--- config.mk ---
export PLATFORM = sky130hd
export DESIGN_NAME = length_prefixed_frame_receiver
export DESIGN_NICKNAME = d
export VERILOG_FILES = /design/src/lpfr_pkg.sv /design/src/length_prefixed_frame_receiver.sv /design/src/lpfr_parser.sv
export SDC_FILE = /design/constraint.sdc
export NUM_CORES = 1
export LEC_CHECK = 0
export ABC_AREA = 1
export BUFFER_PORTS_ARGS = -buffer_cell sky130_fd_sc_hd__clkbuf_2
export CORE_MARGIN = 2
export CORE_UTILIZATION = 50
export CTS_BUF_LIST = sky130_fd_sc_hd__clkbuf_2 sky130_fd_sc_hd__clkbuf_4 sky130_fd_sc_hd__clkbuf_8
export DETAILED_ROUTE_END_ITERATION = 6
export PLACE_DENSITY = 0.69
export SLEW_MARGIN = 10
export SYNTH_ARGS = -nofsm -noshare
export SYNTH_HDL_FRONTEND = slang
export SYNTH_HIERARCHICAL = 1
export SYNTH_SLANG_ARGS = --single-unit
--- constraint.sdc ---
create_clock -name clk -period 5.2 [get_ports clk]
set_input_delay 0 -clock clk [delete_from_list [all_inputs] [get_ports clk]]
set_output_delay 0 -clock clk [all_outputs]
set_load 0.005 [all_outputs]
--- src/lpfr_pkg.sv ---
// ----------------------------------------------------------------------------
// lpfr_pkg
// Types and constants shared by the length-prefixed frame receiver.
// ----------------------------------------------------------------------------
package lpfr_pkg;

	localparam int WD_W  = 24;
	localparam int LEN_W = 16;

	typedef logic [2:0] action_t;

	localparam action_t ACT_MID       = 3'd0;
	localparam action_t ACT_OTHER     = 3'd1;
	localparam action_t ACT_NEED_DATA = 3'd2;
	localparam action_t ACT_PING      = 3'd3;
	localparam action_t ACT_BAD_ADDR  = 3'd4;
	localparam action_t ACT_WDOG      = 3'd5;

	typedef logic [1:0] reg_idx_t;

	localparam reg_idx_t REG_WD_LIMIT  = 2'd0;
	localparam reg_idx_t REG_NEED_DATA = 2'd1;
	localparam reg_idx_t REG_PING      = 2'd2;

	localparam logic [WD_W-1:0] WD_LIMIT_RST  = 24'd10000;
	localparam logic [7:0]      NEED_DATA_RST = 8'd0;
	localparam logic [7:0]      PING_RST      = 8'd1;

	localparam logic MODE_BYTE = 1'b0;
	localparam logic MODE_TICK = 1'b1;

	typedef struct packed {
		logic       mode;
		logic [7:0] rx_byte;
	} in_item_t;

	typedef struct packed {
		logic [7:0]       frame_address;
		logic [7:0]       frame_code;
		logic [LEN_W-1:0] payload_length;
		logic             has_byte;
		logic [7:0]       payload_byte;
		logic [LEN_W-1:0] byte_index;
		logic             last;
		action_t          action;
	} out_item_t;

	typedef struct packed {
		logic [WD_W-1:0] wd_limit;
		logic [7:0]      need_data_code;
		logic [7:0]      ping_code;
	} cfg_t;

endpackage

--- src/length_prefixed_frame_receiver.sv ---
// ----------------------------------------------------------------------------
// length_prefixed_frame_receiver
// Deframes address, code, 16-bit length and payload; watchdog on tick beats.
// ----------------------------------------------------------------------------
// Takes one beat per clock while in_ready is high, a received byte or a
// watchdog tick, and gives at most one result beat for it. A beat waits in the
// input register, where header, payload counter and watchdog are updated, and
// then lands in the output register; the sustained rate is one beat per cycle
// while the result side takes its beats. A stalled output register holds the
// input register, and the input side stalls only when both are full.
module length_prefixed_frame_receiver import lpfr_pkg::*; (
	input  logic            clk,
	input  logic            arst_n,
	input  logic            in_valid,
	output logic            in_ready,
	input  in_item_t        in_data,
	output logic            out_valid,
	input  logic            out_ready,
	output out_item_t       out_data,
	input  logic            cfg_we,
	input  reg_idx_t        cfg_index,
	input  logic [WD_W-1:0] cfg_wdata
);

	cfg_t      cfg_q;
	logic      valid_s1;
	in_item_t  item_s1;
	logic      adv;
	out_item_t res;
	logic      res_valid;
	logic      out_valid_q;
	out_item_t out_data_q;

	assign adv      = valid_s1 && (!out_valid_q || out_ready);
	assign in_ready = !valid_s1 || adv;

	always_ff @(posedge clk or negedge arst_n) begin
		if (!arst_n) begin
			cfg_q.wd_limit       <= WD_LIMIT_RST;
			cfg_q.need_data_code <= NEED_DATA_RST;
			cfg_q.ping_code      <= PING_RST;
		end else if (cfg_we) begin
			case (cfg_index)
				REG_WD_LIMIT:  cfg_q.wd_limit       <= cfg_wdata;
				REG_NEED_DATA: cfg_q.need_data_code <= cfg_wdata[7:0];
				REG_PING:      cfg_q.ping_code      <= cfg_wdata[7:0];
				default: ;
			endcase
		end
	end

	always_ff @(posedge clk or negedge arst_n) begin
		if (!arst_n) begin
			valid_s1 <= 1'b0;
		end else if (in_valid && in_ready) begin
			valid_s1 <= 1'b1;
		end else if (adv) begin
			valid_s1 <= 1'b0;
		end
	end

	always_ff @(posedge clk) begin
		if (in_valid && in_ready) begin
			item_s1 <= in_data;
		end
	end

	lpfr_parser u_parser (
		.clk       (clk),
		.arst_n    (arst_n),
		.step      (adv),
		.item      (item_s1),
		.cfg       (cfg_q),
		.res       (res),
		.res_valid (res_valid)
	);

	always_ff @(posedge clk or negedge arst_n) begin
		if (!arst_n) begin
			out_valid_q <= 1'b0;
		end else if (adv && res_valid) begin
			out_valid_q <= 1'b1;
		end else if (out_ready) begin
			out_valid_q <= 1'b0;
		end
	end

	always_ff @(posedge clk) begin
		if (adv && res_valid) begin
			out_data_q <= res;
		end
	end

	assign out_valid = out_valid_q;
	assign out_data  = out_data_q;

`ifndef SYNTHESIS
	a_last_marks_action: assert property (@(posedge clk) disable iff (!arst_n)
		out_valid |-> (out_data.last == (out_data.action != ACT_MID)))
		else $error("last and action disagree");

	a_wdog_clean: assert property (@(posedge clk) disable iff (!arst_n)
		out_valid && out_data.action == ACT_WDOG |->
			out_data.frame_address == 8'd0 && out_data.frame_code == 8'd0 &&
			out_data.payload_length == '0 && !out_data.has_byte)
		else $error("watchdog result carries header data");

	a_no_byte_zero: assert property (@(posedge clk) disable iff (!arst_n)
		out_valid && !out_data.has_byte |->
			out_data.payload_byte == 8'd0 && out_data.byte_index == '0)
		else $error("empty result carries byte data");

	a_stall_cause: assert property (@(posedge clk) disable iff (!arst_n)
		!in_ready |-> valid_s1 && out_valid_q && !out_ready)
		else $error("input stalled without a full pipeline");
`endif

endmodule

--- src/lpfr_parser.sv ---
// ----------------------------------------------------------------------------
// lpfr_parser
// Frame header parser, payload counter and watchdog; one beat per step.
// ----------------------------------------------------------------------------
module lpfr_parser import lpfr_pkg::*; (
	input  logic      clk,
	input  logic      arst_n,
	input  logic      step,
	input  in_item_t  item,
	input  cfg_t      cfg,
	output out_item_t res,
	output logic      res_valid
);

	logic [1:0]       hdr_pos_q, hdr_pos_d;
	logic             in_payload_q, in_payload_d;
	logic [7:0]       addr_q, addr_d;
	logic [7:0]       code_q, code_d;
	logic [LEN_W-1:0] len_q, len_d;
	logic [LEN_W-1:0] count_q, count_d;
	logic [WD_W-1:0]  wd_q, wd_d;

	logic [WD_W-1:0]  wd_inc;
	logic [LEN_W-1:0] count_inc;
	logic [LEN_W-1:0] new_len;
	action_t          frame_act;

	assign wd_inc    = wd_q + 1'b1;
	assign count_inc = count_q + 1'b1;
	assign new_len   = {len_q[LEN_W-1:8], item.rx_byte};

	always_comb begin
		if (addr_q != 8'd0) begin
			frame_act = ACT_BAD_ADDR;
		end else if (code_q == cfg.need_data_code) begin
			frame_act = ACT_NEED_DATA;
		end else if (code_q == cfg.ping_code) begin
			frame_act = ACT_PING;
		end else begin
			frame_act = ACT_OTHER;
		end
	end

	always_comb begin
		hdr_pos_d    = hdr_pos_q;
		in_payload_d = in_payload_q;
		addr_d       = addr_q;
		code_d       = code_q;
		len_d        = len_q;
		count_d      = count_q;
		wd_d         = wd_q;
		res          = '0;
		res_valid    = 1'b0;
		res.frame_address  = addr_q;
		res.frame_code     = code_q;
		res.payload_length = len_q;

		if (item.mode == MODE_TICK) begin
			wd_d = wd_inc;
			if (wd_inc >= cfg.wd_limit) begin
				hdr_pos_d    = 2'd0;
				in_payload_d = 1'b0;
				addr_d       = '0;
				code_d       = '0;
				len_d        = '0;
				count_d      = '0;
				wd_d         = '0;
				res          = '0;
				res.last     = 1'b1;
				res.action   = ACT_WDOG;
				res_valid    = 1'b1;
			end
		end else if (in_payload_q) begin
			count_d          = count_inc;
			res.has_byte     = 1'b1;
			res.payload_byte = item.rx_byte;
			res.byte_index   = count_q;
			res_valid        = 1'b1;
			if (count_inc >= len_q) begin
				res.last     = 1'b1;
				res.action   = frame_act;
				hdr_pos_d    = 2'd0;
				in_payload_d = 1'b0;
				count_d      = '0;
			end
		end else begin
			case (hdr_pos_q)
				2'd0: begin
					addr_d    = item.rx_byte;
					hdr_pos_d = 2'd1;
				end
				2'd1: begin
					code_d    = item.rx_byte;
					hdr_pos_d = 2'd2;
				end
				2'd2: begin
					len_d     = {item.rx_byte, 8'd0};
					hdr_pos_d = 2'd3;
				end
				default: begin
					len_d     = new_len;
					hdr_pos_d = 2'd0;
					count_d   = '0;
					if (new_len == '0) begin
						res.payload_length = new_len;
						res.last           = 1'b1;
						res.action         = frame_act;
						res_valid          = 1'b1;
					end else begin
						in_payload_d = 1'b1;
					end
				end
			endcase
		end

		if (res_valid && res.last) begin
			if (res.action == ACT_PING) begin
				wd_d = '0;
			end
			if (res.action == ACT_BAD_ADDR) begin
				addr_d = '0;
				code_d = '0;
				len_d  = '0;
				wd_d   = '0;
			end
		end
	end

	always_ff @(posedge clk or negedge arst_n) begin
		if (!arst_n) begin
			hdr_pos_q    <= 2'd0;
			in_payload_q <= 1'b0;
			addr_q       <= '0;
			code_q       <= '0;
			len_q        <= '0;
			count_q      <= '0;
			wd_q         <= '0;
		end else if (step) begin
			hdr_pos_q    <= hdr_pos_d;
			in_payload_q <= in_payload_d;
			addr_q       <= addr_d;
			code_q       <= code_d;
			len_q        <= len_d;
			count_q      <= count_d;
			wd_q         <= wd_d;
		end
	end

endmodule
### Word-level counts from Yosys, hierarchy flattened

Cells that the tools add are included.

* bits in registers: 187
* bits of input ports: 40
* output and inout bits: 63
* word-level logic and storage cells: 121

* add/sub/neg operators: 2
* magnitude comparators: 2
* equal/unequal tests: 11
* muxes and demuxes: 62
* reduce and logical (&&, ||, !) cells: 22

Operators with widths (count)
* 16-bit two-way mux: 11
* 24-bit two-way mux: 5
* 8-bit two-way mux: 15
* 61-bit two-way mux: 1
* 45-bit two-way mux: 1
* 16-bit one-hot mux with 2 select lines: 1
* 25-bit two-way mux: 1
* 24-bit by 1-bit adder with 24-bit output, second input constant: 1
* 24-bit >= comparator: 1
* 16-bit by 1-bit adder with 16-bit output, second input constant: 1
* 8-bit == test: 2
* 16-bit >= comparator: 1
* 16-bit zero test: 1
* 4-bit two-way mux: 4
* 1-bit two-way mux: 15
* 2-bit two-way mux: 5
* 2-bit AND reduction: 4
* 8-bit nonzero test: 1
* 3-bit two-way mux: 2
* 2-bit one-hot mux with 3 select lines: 1
* 3-bit AND reduction: 2
* 2-bit by 1-bit == test with 1-bit output, second input constant: 2
* 2-bit == test, second input constant: 2
* 1-bit logical AND: 4
* other kinds (11): 15

### Logic depth before layout (Yosys ltp)

Gate-level depths: netlist of run 1.

* depth after elaboration: 12
* gate-level depth with buffers: 24
* mapped depth without buffers: 23

### By module

The synthesis of run 1 kept the hierarchy.

By module, submodules not included
* lpfr_parser: instances 1, cells each 1038, area each 6759.0 um2, sequential area each 1876.8 um2
* length_prefixed_frame_receiver: instances 1, cells each 261, area each 3881.2 um2, sequential area each 3160.5 um2

### Least setup slack after synthesis of run 1

Ideal clock, no wire load.

* path type: flip-flop to flip-flop
* from: register u_parser.wd_q[0]
* to: register out_data_q, in the netlist out_data[0] (enable)
* data arrival time: 5171 ps
* data required time: 4720 ps
* path slack: -452 ps
* stages on the path, launching flop included: 22
* cells stage by stage: dfrtp_1 -> ha_1 -> nand2_2 -> nor2_2 -> nand2_2 -> nor2_4 -> nand2_2 -> nor2_4 -> nand2_2 -> xor2_1 -> inv_1 -> ha_1 -> nand2_1 -> nor2_1 -> nand4_1 -> nor2_1 -> nand2_1 -> nand4_2 -> buf_2 -> o21a_1 -> inv_1 -> nor2_1

* word-level cells in the longest chain between the ends: 5

Ends and longest elaborated chain
* start: declaration: line lpfr_parser.sv:21 `logic [WD_W-1:0] wd_q, wd_d;`
* start signal: assignment: line lpfr_parser.sv:145 `wd_q <= wd_d;`
* 24-bit by 1-bit adder with 24-bit output: line lpfr_parser.sv:28 `assign wd_inc = wd_q + 1'b1;`
* 24-bit >= comparator: line lpfr_parser.sv:60 `if (wd_inc >= cfg.wd_limit) begin`
* 1-bit two-way mux: line lpfr_parser.sv:60
* 1-bit two-way mux: line lpfr_parser.sv:58 `if (item.mode == MODE_TICK) begin`
* via res_valid: line length_prefixed_frame_receiver.sv:30 `logic res_valid;`
* 1-bit logical AND: line length_prefixed_frame_receiver.sv:89 `if (adv && res_valid) begin`
* end signal: assignment: line length_prefixed_frame_receiver.sv:90 `out_data_q <= res;`
* end: declaration: line length_prefixed_frame_receiver.sv:32 `out_item_t out_data_q;`

The timed path passes the listed nets, and every way through them passes these cells.
A chain may end at the register's enable or synchronous reset.

### Worst setup path in the final report of run 1

* from: register u_parser.wd_q[0]
* to: register out_data_q, in the netlist out_data[17] (enable)

The elaborated chain is that of the path after synthesis.

==> flow_summary.toml, run 1 <==
[cts]
cts_buffer_depth = 2
cts_root_buffer = "clkbuf_8"
htreeDepth = 4
cts_resized = 0
clock_latency_ns = 0.48
clkTransAtPathRegs_ns = 0.10
cts_buffers = 17
cts_tree = "built"
cts_sinks = 187
post_cts_buffers = 0

[sta]
max_freq_mhz = 229
hold_viol_final = 0
layout_min_cycle_time_ns = 4.37
worstMarginPinSlew_ns = 1.07
rsz0062_at_grt = "false"
slew_violations = 0
max_slew_margin = 0.287
finalSetupViolations = 0
tns_ns = 0
min_period_over_period = 0.840
fin_hold_ws_ns = 0.109
skew_ns = 0.0176

[detailed_routing]
routed_wl_um = 25200
avgViaCountPerCell = 5.24
drt_pass1_iterations = 5
drt_iter0_markers = 604
ant_nets = 0
route.detailed.drc = 0
dr_total_vias = 8958
wl_per_cell_um = 14.8

[synthesis]
syn_nets = 1385
ys_seq_area_frac = 0.473
synth.distinct_cells = 43
synth_edf_count = 70
syn_avg_cell_area_um2 = 8.19
synth.cell_area_um2 = 10600
synthFlopType = "dfrtp_1"
ys_seq_elements = 187
synth_async_sr_flop_share = 0.626
yosysWarnings = 6
syn-instance-count = 1299

[setup_path]
reg2reg_setup_slack_ns = 0.83
slowest_delay_ns = 0.52
crit_path_end_kind = "flop"
path_common_cell = "nand2_2"
worstSetupStartpoint = "u_parser/wd_q[0]"
cp_max_fo = 44
cp-start-kind = "flop"
reg2reg_depth = 21
r2r-end = "out_data[17]"
required_ns = 5.37
critical_path_class = "flop to flop"
critical_path_arrival_ns = 4.53
crit_slowest_cell = "nand4_2"
crit_chain = "ha_1, nand2_2, nor2_2, nand2_2, nor2_4, nand2_2, nor2_4, nand2_2, xor2_1, inv_1, ha_1, nand2_1, nor2_1, nand4_1, nor2_1, nand2_1, nand4_2, o21a_1, inv_1, nor2_4, buf_12"
r2r-start = "u_parser/wd_q[0]"

[power_and_ir_drop]
vdd_drop_max_v = 0.000179
power_per_cell_area_nw_per_um2 = 365
leakagePower_nw = 5.90
fin_total_pwr_w = 0.00440

[worst_hold_path]
hold_path.class = "input port to asynchronous set/reset pin"

[global_routing]
grt_pass1_wl_um = 41800
top_usage_layer = "met2"
gr-usage-met2 = 0.391
antenna_found_initial = 0
grt_pass1_vias = 8628
grt_max_degree = 67
grt_usage = 0.234
grt_util_met3 = 0.0366
use_met1 = 0.309
grt_overflow = 0

[job]
drv_cap = 0

[finish]
drive_above_1_share = 0.140
nets = 1506
diodes = 0
synthToLayoutAreaGrowth_pct = 13.4
fillerInstances = 1921

[placed_design]
hpwl_um = 17500
io_buffers = 102
gp_congestion = 0.936

[die]
num_rows = 53
initial_utilization = 0.508
ios = 103
dieArea_um2 = 22500
die_h_um = 150
core_area_um2 = 21000
die_width_um = 150

[run_status]
status = "complete, no violations"
## cell families (layout without fill, tap and decap cells)
group | count (synthesis) | in the layout | synth area share
simple gates | 626 | 626 | 0.261
buf+inv | 218 | 352 | 0.0883
compound gates | 188 | 188 | 0.0953
flops | 187 | 187 | 0.473
fa+ha+maj | 46 | 46 | 0.0541
xor+xnor | 34 | 34 | 0.0280
## routing by layer
| metal | vias to the layer above | part of all wire |
|---|---|---|
| li1 | 4459 | - |
| met1 | 4175 | 0.45 |
| met2 | 274 | 0.48 |
| met3 | 50 | 0.051 |
| met4 | 0 | 0.021 |
| met5 | - | 0 |
## cell usage after synthesis (4+ instances only)
master / count / share of area
xor2_1: 26 / 0.021
ha_1: 46 / 0.054
dfstp_2: 6 / 0.015
nand2_2: 14 / 0.0082
inv_1: 162 / 0.057
o22ai_1: 16 / 0.0094
o21ai_0: 92 / 0.043
clkbuf_1: 19 / 0.0067
or2_2: 6 / 0.0035
edfxtp_1: 70 / 0.20
nand2_1: 368 / 0.13
nor2_2: 4 / 0.0024
buf_2: 12 / 0.0056
inv_2: 6 / 0.0021
nor3_1: 10 / 0.0047
buf_4: 4 / 0.0028
buf_6: 12 / 0.013
o21ai_1: 26 / 0.012
nand3_1: 65 / 0.031
nor2_4: 5 / 0.0053
o31ai_1: 8 / 0.0056
a21oi_1: 37 / 0.017
nand4_1: 37 / 0.022
dfrtp_1: 111 / 0.26
nor3_2: 4 / 0.0038
nand3_2: 6 / 0.0056
xnor2_1: 8 / 0.0066
nor2_1: 95 / 0.034
## power breakdown
group,internal (W),switching [W]
clock network,0.000396,0.000574
logic,0.000509,0.000943
registers,0.00181,0.000167
## metrics by stage
stage	instance area [µm²]	setup slack, ns	utilization	cells
2_1_floorplan	10600	0.556	-	1299
3_3_place_gp	11300	1.03	0.538	1635
3_5_place_dp	11300	0.846	0.538	1635
4_1_cts	12100	0.853	0.576	1708
5_1_grt	12100	0.483	0.576	1708
6_report	12100	0.834	0.576	1708
## worst max-delay path by stage
stage	end	cells past startpoint
floorplan	out_data[0]	21
global placement	out_data[53]	21
detailed placement	out_data[53]	21
CTS	out_data[0]	21
global route	u_parser/count_q[0]	20
finish	out_data[17]	21
## worst max-delay path: cells and delay by family, from the launching register on
kind                     cells  cell delay, ns
AND/OR/NAND/NOR             14            2.22
adder cells (fa/ha/maj)      2            0.49
buffers and inverters        3            0.48
flip-flops                   1            0.45
AO/OA/AOI/OAI                1            0.22
XOR/XNOR                     1            0.18
## flip-flops by register name, indices dropped and copies added (netlist names), 2 cells and up
| name | count |
|---|---|
| u_parser/addr_q | 8 |
| u_parser/len_q | 16 |
| cfg_q | 40 |
| u_parser/count_q | 16 |
| item_s1 | 9 |
| u_parser/hdr_pos_q | 2 |
| u_parser/wd_q | 24 |
| out_data | 61 |
| u_parser/code_q | 8 |
## placed cells by master (no fill, tap or decap), drive strengths merged
master / instances
nand2: 384
inv: 172
clkbuf: 119
o21ai: 118
dfrtp: 111
nor2: 104
nand3: 73
edfxtp: 70
ha: 46
dlygate4sd3: 41
a21oi: 39
nand4: 38
xor2: 26
o22ai: 16
nor3: 15
xnor2: 8
o31ai: 8
buf: 8
or2: 8
clkinv: 7
dfstp: 6
clkinvlp: 4
a21o: 3
nor4: 3
o21a: 3
bufinv: 1
o21bai: 1
nand3b: 1
## final cells by class
cell class	count	area, µm²	area share
Sequential cell	187	5040	0.418
Multi-Input combinational cell	894	4670	0.387
Timing Repair Buffer	150	988	0.0819
Inverter	170	638	0.0529
Tap cell	275	344	0.0285
Clock buffer	18	241	0.0200
Clock inverter	14	141	0.0117
## timing repair
| item | in CTS | in global routing |
|---|---|---|
| endpoints found under the hold margin | 102 | 0 |
| endpoints found under the setup margin | 0 | 0 |
| hold buffers | 41 | 0 |
(Power assumes the default switching activity.)
==> run 2, diff against run 1 <==
--- a/config.mk
+++ b/config.mk
@@ -5,13 +5,13 @@
 export SDC_FILE = /design/constraint.sdc
 export NUM_CORES = 1
 export LEC_CHECK = 0
-export ABC_AREA = 1
+export ABC_AREA = 0
 export BUFFER_PORTS_ARGS = -buffer_cell sky130_fd_sc_hd__clkbuf_2
 export CORE_MARGIN = 2
 export CORE_UTILIZATION = 50
 export CTS_BUF_LIST = sky130_fd_sc_hd__clkbuf_2 sky130_fd_sc_hd__clkbuf_4 sky130_fd_sc_hd__clkbuf_8
 export DETAILED_ROUTE_END_ITERATION = 6
-export PLACE_DENSITY = 0.69
+export PLACE_DENSITY = 0.67
 export SLEW_MARGIN = 10
 export SYNTH_ARGS = -nofsm -noshare
 export SYNTH_HDL_FRONTEND = slang
==> constraint.sdc (replaced) <==
create_clock -name clk -period 4.46 [get_ports clk]
set_input_delay 0 -clock clk [delete_from_list [all_inputs] [get_ports clk]]
set_output_delay 0 -clock clk [all_outputs]
set_load 0.005 [all_outputs]
==> run 2 against run 1 <==
Via count decreased by 27%. Clock power increased by 21%. First-iteration DRC count decreased by 51%. Non-clock buffer count unchanged. Clock skew decreased by 0.0048 ns. Critical path type unchanged. Critical endpoint is now out_data[27]. Largest cell class unchanged.
==> flow_summary.toml, run 2 <==
[run_status]
status = "complete, no violations"

[sta]
tns_ns = 0
min_period_over_period = 0.903
rsz0062_at_grt = "false"
max_slew_margin = 0.346
max_freq_mhz = 248
worstMarginPinSlew_ns = 0.973
skew_ns = 0.0129
hold_viol_final = 0
layout_min_cycle_time_ns = 4.03
slew_violations = 0
finalSetupViolations = 0
worst_slack_ns = 0.434

[detailed_routing]
route.detailed.drc = 0
drt_iter0_markers = 294
avgViaCountPerCell = 5.43
ant_nets = 0
routed_wl_um = 20100
dr_total_vias = 6544
drt_pass1_iterations = 5
wl_per_cell_um = 16.7

[finish]
fillerInstances = 1501
multi_input_area_um2 = 3940
regArea_um2 = 5040
diodes = 0
final_cell_mix = "dfrtp_1, clkbuf_2, nand2_1"
nets = 1049
largest_reg_flops = 61
final_common_cell = "dfrtp_1"
drive_above_1_share = 0.222
synthToLayoutAreaGrowth_pct = 17.2

[global_routing]
grt_pass1_vias = 6428
grt_overflow = 0
grt_pass1_wl_um = 32900
grt_max_degree = 62
antenna_found_initial = 0
grt_usage = 0.212

[setup_path]
crit_path_end_kind = "flop"
cp-start-kind = "flop"
critical_path_class = "flop to flop"
critical_path_arrival_ns = 4.20
cp_max_fo = 31
required_ns = 4.63

[synthesis]
synth.distinct_cells = 65
synthFlopType = "dfrtp_1"
yosysWarnings = 6
post-synth-top-area-fraction = 0.298
synthTopCellsByArea = "dfrtp_1, edfxtp_1, ha_1, mux2_2, and2_1"
syn-instance-count = 820
ys_seq_area_frac = 0.541
synth.cell_area_um2 = 9310
yosysTopAreaCell = "dfrtp_1"
syn_avg_cell_area_um2 = 11.4
synth_async_sr_flop_share = 0.626
yosys-top-cells-count = "dfrtp_1, nand2_1, edfxtp_1"
syn_nets = 906
ys_seq_elements = 187
synth_edf_count = 70
synth.most_common_cell = "dfrtp_1"

[cts]
cts_buffer_depth = 2
htreeDepth = 4
cts_sinks = 187
cts_root_buffer = "clkbuf_8"
clock_latency_ns = 0.47
cts_buffers = 17
cts_tree = "built"
clkTransAtPathRegs_ns = 0.10

[placed_design]
hpwl_um = 13900
gp_congestion = 0.822
pre_cts_ws_ns = 0.372
io_buffers = 102

[die]
die_h_um = 140
num_rows = 49
core_area_um2 = 18100
dieArea_um2 = 19700
die_width_um = 140
initial_utilization = 0.515
ios = 103

[power_and_ir_drop]
leakagePower_nw = 4.85
power_per_cell_area_nw_per_um2 = 437
vdd_drop_max_v = 0.000245

[job]
drv_cap = 0

[worst_hold_path]
hold_path.class = "input port to asynchronous set/reset pin"
==> run 2: cell types whose count changed in the layout (fill, tap and decap cells not counted), sizes merged, moves of 8 or more <==
cell and change:
o2bb2ai +8, nand2 -307, nand3 -51, and2 +55
o21ai -56, a21oi -18, xnor2 +23, o22ai -16
mux2 +40, a22o +24, nor2 -68, nand4 -25
and3 +10, inv -103
==> run 2: cells by family after synthesis <==
logic type      share of synthesized area
simple gates                        0.144
mux                                0.0484
xor+xnor                           0.0470
fa+ha+maj                          0.0618
compound gates                      0.119
buf+inv                            0.0382
flops                               0.541
==> run 2: worst max-delay path, cell delays in order (launching register included) <==
cell and delay [ns]:
dfrtp_1 0.43, ha_1 0.21, nand3_1 0.14, nor2_1 0.23
nand3_2 0.18, nor2_1 0.20, nand3_1 0.12, xnor2_1 0.16
ha_1 0.29, nand4_1 0.18, nor3_1 0.26, o211ai_1 0.13
nor2_1 0.21, nor3_1 0.14, a22oi_1 0.19, nand2_1 0.12
nor2b_4 0.24, buf_12 0.25
==> run 2: cell type report <==
| cell class | instances | area share |
|---|---|---|
| Sequential cell | 187 | 0.462 |
| Clock inverter | 14 | 0.0158 |
| Multi-Input combinational cell | 545 | 0.361 |
| Inverter | 62 | 0.0213 |
| Clock buffer | 18 | 0.0221 |
| Tap cell | 229 | 0.0263 |
| Timing Repair Buffer | 150 | 0.0916 |
==> run 2: what timing repair did <==
action | 4_1_cts | 5_1_grt
hold buffers | 38 | 0
hold endpoints to repair | 166 | 0
resized for setup | 0 | 2
endpoints found under the setup margin | 0 | 61
setup buffers | 0 | 0
==> run 2: power breakdown <==
part / switching (W) / internal (W) / total [W]
registers: 0.000225 / 0.00209 / 0.00232
clock network: 0.000688 / 0.000484 / 0.00117
logic: 0.000728 / 0.000553 / 0.00128
==> run 2: routing by layer <==
metal,GRT usage,wire length [µm]
met2,0.366,10100
met3,0.0362,683
met1,0.282,9100
met4,0.0494,180
met5,0,0
==> run 2: worst paths after layout <==
kind / from / to / slack [ns] / depth (start not counted)
setup / recovery: u_parser/wd_q[0] / out_data[27] / 0.43 / 17
hold reg to reg: cfg_q[30] / cfg_q[30] / 0.50 / 1
min in group clk: cfg_we / cfg_q[1] / 0.19 / 3
max in group asynchronous: arst_n / cfg_q[30] / 3.59 / 3
setup reg to reg: u_parser/wd_q[0] / out_data[27] / 0.43 / 17
hold / removal: arst_n / cfg_q[26] / 0.05 / 2
==> run 2: per-stage QoR <==
stage	instance area, µm²	instances	power, W	util	hold WS [ns]
floorplan	9320	820	0.00318	-	-0.296
global placement	10100	1134	0.00355	0.557	-0.144
detailed placement	10100	1134	0.00359	0.557	-0.145
CTS	10900	1204	0.00479	0.601	0.0269
global route	10900	1205	0.00505	0.603	0.0334
finish	10900	1205	0.00477	0.603	0.0520
